==> config.mk <==
export PLATFORM = sky130hd
export DESIGN_NAME = gpa_front
export DESIGN_NICKNAME = d
export VERILOG_FILES = /design/src/rtl/core/gpa_pkg.sv /design/src/rtl/core/gpa_front.sv
export SDC_FILE = /design/constraint.sdc
export NUM_CORES = 1
export LEC_CHECK = 0
export BUFFER_PORTS_ARGS = -buffer_cell sky130_fd_sc_hd__buf_2
export CORE_MARGIN = 10
export CORE_UTILIZATION = 57
export DETAILED_ROUTE_END_ITERATION = 10
export GPL_ROUTABILITY_DRIVEN = 0
export PLACE_DENSITY = 0.83
export SKIP_CTS_REPAIR_TIMING = 1
export SYNTH_ARGS = -nofsm -noshare
export SYNTH_HDL_FRONTEND = slang
export SYNTH_SLANG_ARGS = --single-unit
export TNS_END_PERCENT = 1
==> constraint.sdc <==
create_clock -name clk -period 2.6 [get_ports clk]
set_input_delay 0.52 -clock clk [delete_from_list [all_inputs] [get_ports clk]]
set_output_delay 0.52 -clock clk [all_outputs]
set_load 0.005 [all_outputs]
==> src/rtl/core/gpa_pkg.sv <==
// Shared types and constants for the GF(2^8) parity accumulate unit.
package gpa_pkg;

  localparam int MAX_ROWS    = 8;
  localparam int MAX_LENGTH  = 2048;
  localparam int ROW_W       = 3;
  localparam int TIDX_W      = 5;
  localparam int OFF_W       = 11;
  localparam int NIB_W       = 4;
  localparam int NIB_ENTRIES = 16;
  localparam int WORD_W      = MAX_ROWS * 8;
  localparam int ACT_W       = 4;
  localparam int S_DATA_W    = 32;

  localparam int QDEPTH = 4;
  localparam int QPTR_W = 2;
  localparam int QCNT_W = 3;

  typedef enum logic [1:0] {
    CMD_LOAD   = 2'd0,
    CMD_PRESET = 2'd1,
    CMD_ACCUM  = 2'd2,
    CMD_READ   = 2'd3
  } cmd_t;

  typedef enum logic {
    B_IDLE,
    B_EXEC
  } b_state_t;

  // One decoded command as it waits in the queue.
  typedef struct packed {
    cmd_t                cmd;
    logic [ROW_W-1:0]    row;
    logic [TIDX_W-1:0]   tidx;
    logic [OFF_W-1:0]    offset;
    logic [7:0]          data;
    logic [MAX_ROWS-1:0] row_sel;
  } op_t;

endpackage

==> src/rtl/core/gpa_front.sv <==
// Front end: accepts command beats, decodes them and queues them for execution.
module gpa_front (
  input  logic                         clk,
  input  logic                         rst,
  input  logic                         s_tvalid,
  output logic                         s_tready,
  input  logic [gpa_pkg::S_DATA_W-1:0] s_tdata,
  input  logic                         pop,
  output logic                         q_valid,
  output gpa_pkg::op_t                 head
);
  import gpa_pkg::*;

  op_t               q_mem [QDEPTH];
  logic [QPTR_W-1:0] wr_ptr;
  logic [QPTR_W-1:0] rd_ptr;
  logic [QCNT_W-1:0] count;
  logic              push;
  op_t               dec;

  // tdata: command [1:0], row [4:2], table_index [9:5], offset [20:10], data_byte [28:21]
  always_comb begin
    dec.cmd     = cmd_t'(s_tdata[1:0]);
    dec.row     = s_tdata[4:2];
    dec.tidx    = s_tdata[9:5];
    dec.offset  = s_tdata[20:10];
    dec.data    = s_tdata[28:21];
    dec.row_sel = MAX_ROWS'(1) << s_tdata[4:2];
  end

  assign s_tready = (count != QCNT_W'(QDEPTH));
  assign push     = s_tvalid && s_tready;
  assign q_valid  = (count != '0);
  assign head     = q_mem[rd_ptr];

  always_ff @(posedge clk) begin
    if (push) begin
      q_mem[wr_ptr] <= dec;
    end
  end

  always_ff @(posedge clk) begin
    if (rst) begin
      wr_ptr <= '0;
      rd_ptr <= '0;
      count  <= '0;
    end else begin
      if (push) begin
        wr_ptr <= wr_ptr + QPTR_W'(1);
      end
      if (pop) begin
        rd_ptr <= rd_ptr + QPTR_W'(1);
      end
      count <= count + QCNT_W'(push) - QCNT_W'(pop);
    end
  end

  a_count_bound: assert property (@(posedge clk) disable iff (rst)
    count <= QCNT_W'(QDEPTH))
    else $error("queue count above depth");

  a_count_up: assert property (@(posedge clk) disable iff (rst)
    (push && !pop) |=> (count == $past(count) + QCNT_W'(1)))
    else $error("queue count did not grow on push");

  a_count_down: assert property (@(posedge clk) disable iff (rst)
    (pop && !push) |=> (count == $past(count) - QCNT_W'(1)))
    else $error("queue count did not shrink on pop");

endmodule

[Word level (Yosys, flattened, before mapping)]
Memory sizes are Yosys's and may differ from the RTL's. A register that Yosys moved wholly into a read port is not among the register bits.
Index checks and enable logic that the tools add are counted.
Storage, ports and cells
  bits in registers: 7
  RAM bits: 148
  memories: 1
Memories
  q_mem: depth 4, width 37, rd ports 1, clocked after memory_dff 1, wr ports 1, RTL line gpa_front.sv:14  | op_t q_mem [QDEPTH];
Operators by class
  add/sub/neg operators: 4
  eq/ne operators: 1
  shifts and indexed selects: 1
  multiplexer cells: 4
  reduce and logical (&&, ||, !) cells: 2
Operators by type and width (number)
  $shl 1x3->8 const A: 1
  $add 2x1->2 const B: 2
  $mux 2: 2
  $add 3x1->3: 1
  $ne 3x3->1 const B: 1
  $reduce_bool 3->1: 1
  $sub 3x1->3: 1
  $mux 1: 2
  $logic_and 1x1->1: 1

[Depth between registers and ports, before layout]
Gate-level depths: netlist of run 1.
  depth after elaboration: 4
  mapped depth: 11

[Least setup slack after synthesis of run 1]
OpenSTA, ideal clock, no wires.
  kind: in2reg
  from: input s_tvalid
  to: register count[2]
  library setup time: 78 ps
  data arrival time: 2053 ps
  required time: 2522 ps
  path slack: 469 ps
  stages on the path: 10
  buffers on the path: 0
  cells stage by stage: a21boi_2 inv_1 ha_1 inv_1 ha_1 inv_1 fa_1 xor2_1 and2_1 nor3_1
On the way
  longest elaborated chain between the ends: 3
RTL lines
  start: declaration: RTL line gpa_front.sv:5  | input logic s_tvalid,
  $logic_and 1x1->1: RTL line gpa_front.sv:32  | assign push = s_tvalid && s_tready;
  $add 3x1->3: RTL line gpa_front.sv:54  | count <= count + QCNT_W'(push) - QCNT_W'(pop);
  $sub 3x1->3: RTL line gpa_front.sv:54
  end signal: assignment: RTL line gpa_front.sv:54
  end: declaration: RTL line gpa_front.sv:17  | logic [QCNT_W-1:0] count;
No other way between the ends.
A chain may end at the register's enable or synchronous reset.

==> results.cfg, run 1 <==
[sta]
slew_violations = 0
hold_ws_ps = 208
period_minus_slack_ps = 2440
fin_tns_setup_ps = 0
rsz0062_at_grt = no
final-hold-violation-count = 0
tightest_slew_ps = 445
setup_violations = 0
fmax_mhz = 409
slew-limit-headroom_pct = 70.3
layout_setup_ws_ps = 155
post-route-period-util_pct = 94.0
skew_ps = 13.0

[global_route]
use_met3_pct = 6.06
grtUsageMet1_pct = 18.0
use_met2_pct = 24.3
grt_pass1_vias = 2995
grt_remaining_overflow = 0
grt_max_degree = 38
grt-busiest-layer = met2
grt_usage_pct = 15.1
grt_pass1_wl_um = 16400
antenna_found_initial = 0

[clock_network]
clock_latency_ps = 520
cts_buffer_depth = 2
htreeDepth = 4
cts_made_buffers = 17
clock-sinks = 157
cts_tree = built
clkTransAtPathRegs_ps = 60
cts-root-buf = clkbuf_8

[route]
drt_wl_total_um = 10700
antenna_left = 0
drt-pass1-iter-count = 4
routed_via_density = 5.64
route.detailed.drc = 0
vias = 2758
wl_per_cell_um = 21.8
drtIter0Drc = 325

[power]
p_int_mw = 4.95
power_frac_comb_pct = 13.1
pwr-share-seq_pct = 49.3
vdd_ir_drop_max_mv = 0.488
total_power_mw = 6.41
p_switching_mw = 1.46
powerDensity_mw_per_mm2 = 908
swShare_pct = 22.8
p_leak_nw = 2.46
pwr-share-clk_pct = 37.6

[worst_setup_path]
critPathKind = flip-flop to output pin
worstSetupStartpointType = flip-flop
required_ps = 2080
cp_max_fo = 28
endpoint_kind = output pin
crit_arrival_ps = 1920

[placed_design]
place_hpwl_um = 6040
pre_cts_ws_ps = 401
port_buffers = 71
dpl.cell_count = 457
place_area_mm2 = 0.00648

[status]
status = finished, final reports clean

[worst_hold_path]
hold_class = primary input to flip-flop

[logic_synthesis]
syn_avg_cell_area_um2 = 23.6
synth_area_mm2 = 0.00591
ys_warn_count = 0
synthDistinctLibCells = 27
yosysSeqAreaShare_pct = 78.3
yosys_register_bits = 157
syn_nets = 293
synthCells = 250

[layout]
multiInputGateArea_mm2 = 0.00118
areaGrowthSynthToFinish_pct = 19.5
fin_cells = 489
design_area_mm2 = 0.00706
antenna_cells = 0
seqCellArea_mm2 = 0.00463
drive_gt1_share_pct = 41.9
final_cell_mix = 148 x edfxtp_1, 71 x buf_2, 30 x mux4_2, 16 x clkbuf_16, 9 x nor2_1
num-fill-cells = 629
final_common_cell = edfxtp_1
nets = 383
fin_util_pct = 69.0

[floorplan]
start_util_pct = 57.8
core_mm2 = 0.0102
fp.dieW_um = 122
die_y_um = 122
num_rows = 37
num_io_pins = 75
dieArea_mm2 = 0.0148

[job]
drv_cap = 0
[power by group through the flow]
stage	clock network (mW)	logic [mW]	registers, mW
after global routing	2.56	0.931	3.18
after floorplan	0	0.503	3.18
after detailed placement	0	0.859	3.21
after CTS	2.46	0.869	3.16
final	2.41	0.841	3.16
after global placement	0	0.841	3.18
[area by class of cell]
cell class / instances / area share (%)
clock buffers: 19 / 5.97
clock inverters: 13 / 2.32
inverters: 5 / 0.266
multi-input cells: 79 / 16.7
flip-flops and latches: 157 / 65.5
well taps: 136 / 2.41
repair buffers: 80 / 6.87
[cell usage after synthesis, drive strengths merged]
cell    instances  area [µm²]
fa              1        20.0
ha              6        75.1
nand2b          2        12.5
or3             1        6.26
and3            1        6.26
and2            5        31.3
nand2           3        11.3
nor2b           1        6.26
dfxtp           9         180
xor2            2        17.5
mux4           37         860
xnor2           1        8.76
a21boi          1        11.3
nor3            2        10.0
clkbuf          2        8.75
edfxtp        148        4440
mux2i           1        10.0
and3b           2        17.5
buf             7        86.3
nor3b           3        22.5
inv             5        18.8
nor2            9        33.8
mux2            1        11.3
[worst paths after layout]
| kind | from | endpoint | slack [ps] | cells past startpoint |
|---|---|---|---|---|
| max | flip-flop | head[33] | 160 | 3 |
| min | s_tdata[22] | q_mem[0][9] | 210 | 1 |
| max reg2reg | count[1] | count[2] | 510 | 11 |
| min reg2reg | wr_ptr[1] | wr_ptr[1] | 520 | 2 |
[critical path, stage by stage (launching register included)]
cell and delay (ps):
dfxtp_2 350, buf_12 250, mux4_1 640, buf_2 160
[flip-flops by register name, indices dropped and copies added (netlist names), named ones only]
register and cells:
wr_ptr 2, count 3, q_mem 148, rd_ptr 2
[routing by layer]
layer | wire length, µm | share of wire [%]
met3 | 806 | 7.6
met2 | 5530 | 52
met5 | 0 | 0
met4 | 142 | 1.3
met1 | 4190 | 39
[logic make-up after synthesis]
group           synth area share [%]
mux                             14.9
flops                           78.3
xor+xnor                       0.445
fa+ha+maj                       1.61
simple gates                    2.67
buf+inv                         1.93
compound gates                 0.191
No activity file was read; power rests on OpenSTA's default activity.
==> run 2, diff against run 1 <==
CELL_PAD_IN_SITES_DETAIL_PLACEMENT = 1   (was unset)
CELL_PAD_IN_SITES_GLOBAL_PLACEMENT = 1   (was unset)
CORE_UTILIZATION = 50   (was 57)
==> run 2 against run 1 <==
Against the previous run:
- die area up 12%
- sequential share of layout area fell by 0.71 points
- worst setup slack gained 5.7 ps
- critical path depth stayed put
- first-iteration DRC count fell by 24%
- core utilization shrank 7.0 points
- sequential power is essentially flat
- cell count is 1.8% higher
- combinational power is 3.8% higher
- flip-flop and latch count unchanged
- wire length increased by 11%
- critical endpoint is now head[0]
==> results.cfg, run 2 (synthesis results as in run 1) <==
[power]
total_power_mw = 6.66
powerDensity_mw_per_mm2 = 932
p_leak_nw = 2.49
vdd_ir_drop_max_mv = 0.652

[worst_hold_path]
hold_start = s_tdata[6]
hold_class = primary input to flip-flop
hold_end = q_mem[2][28]
hold_path_depth = 1

[sta]
fmax_mhz = 410
skew_ps = 9.42
hold_ws_ps = 309
post-route-period-util_pct = 93.8
fin_tns_setup_ps = 0
slew-limit-headroom_pct = 66.2
slew_violations = 0
layout_setup_ws_ps = 161
final-hold-violation-count = 0
period_minus_slack_ps = 2440
setup_violations = 0
rsz0062_at_grt = no
tightest_slew_ps = 503

[worst_setup_path]
rr_startpoint = count[1]
timing.rr.end = count[2]
reg2regPathDepth = 11
worstSetupStartpointType = flip-flop
endpoint_kind = output pin
crit_arrival_ps = 1920
max_stage_delay_ps = 590
critPathKind = flip-flop to output pin
required_ps = 2080
cp_cell_sequence = buf_12 -> mux4_1 -> buf_2
reg2reg_setup_slack_ps = 400
worst_path_max_delay_cell = mux4_1
cp_max_fo = 24

[global_route]
grt_usage_pct = 15.1
grt_max_degree = 28
grt_remaining_overflow = 0
grt_pass1_vias = 3142
grt_pass1_wl_um = 18300
antenna_found_initial = 0

[placed_design]
dpl.cell_count = 466
place_hpwl_um = 7600
port_buffers = 71
pre_cts_ws_ps = 319

[layout]
drive_gt1_share_pct = 41.7
largest-register = q_mem
nets = 385
areaGrowthSynthToFinish_pct = 20.9
seqCellArea_mm2 = 0.00463
reg_top3 = q_mem (148), count (3)
final_cell_mix = 148 x edfxtp_1, 71 x buf_2, 30 x mux4_2, 17 x clkbuf_16, 9 x nor2_1
largest_reg_flops = 148
antenna_cells = 0
fin_cells = 498
multiInputGateArea_mm2 = 0.00118
final_common_cell = edfxtp_1
num-fill-cells = 970

[route]
antenna_left = 0
routed_via_density = 5.55
wl_per_cell_um = 23.7
vias = 2763
route.detailed.drc = 0
drtIter0Drc = 247
drt-pass1-iter-count = 4
drt_wl_total_um = 11800

[floorplan]
num_rows = 39
dieArea_mm2 = 0.0166
core_mm2 = 0.0115
num_io_pins = 75
fp.dieW_um = 129
die_y_um = 129
start_util_pct = 51.3

[clock_network]
cts-root-buf = clkbuf_16
clock_latency_ps = 430
clock-sinks = 157
htreeDepth = 4
cts_buffer_depth = 2
cts_made_buffers = 17
clkTransAtPathRegs_ps = 60
cts_tree = built

[job]
drv_cap = 0

[status]
status = finished, final reports clean
run 2: cell types whose count changed in the layout (fill, tap and decap cells not counted), sizes merged:
cell	delta
bufinv	+2
clkinvlp	+2
inv	-3
clkbuf	-1
buf	+2
run 2: power breakdown:
group | leakage (nW) | switching [mW] | internal [mW]
clock | 0.298 | 0.933 | 1.68
sequential | 1.44 | 0.103 | 3.07
combinational | 0.754 | 0.452 | 0.421
total | 2.49 | 1.49 | 5.17
run 2: worst max-delay path: cells and delay by family (launching register included):
kind	cells	cell delay, ps
multiplexers	1	590
flip-flops	1	460
buffers and inverters	2	410
run 2: routing by layer:
layer | up-vias | share of wire (%) | global-route usage, % | routed length [µm]
met5 | - | 0 | 0 | 0
met4 | 0 | 1.3 | 6.89 | 159
met3 | 14 | 4.9 | 4.97 | 580
met2 | 79 | 53 | 24.9 | 6310
met1 | 1448 | 40 | 17.6 | 4740
li1 | 1222 | - | - | -
run 2: metrics by stage:
step                utilization (%)  cell area (µm²)
CTS                            62.0             7140
detailed placement             56.6             6510
finish                         62.0             7140
global route                   62.0             7140
floorplan                         -             5910
global placement               56.6             6510
run 2: how the worst max path moves through the flow:
stage	slack (ps)	startpoint	end	cells after the start
after floorplan	470	s_tvalid	count[2]	10
after global placement	420	s_tvalid	count[2]	11
after global routing	80	flip-flop	head[0]	3
final	160	flip-flop	head[0]	3
after CTS	20	flip-flop	head[0]	3
after detailed placement	320	s_tvalid	count[2]	11
run 2: cell type report:
type | instances | share of cell area, %
flip-flops and latches | 157 | 64.8
repair buffers | 82 | 7.18
inverters | 5 | 0.263
clock inverters | 14 | 2.78
well taps | 143 | 2.50
clock buffers | 18 | 6.01
multi-input cells | 79 | 16.5
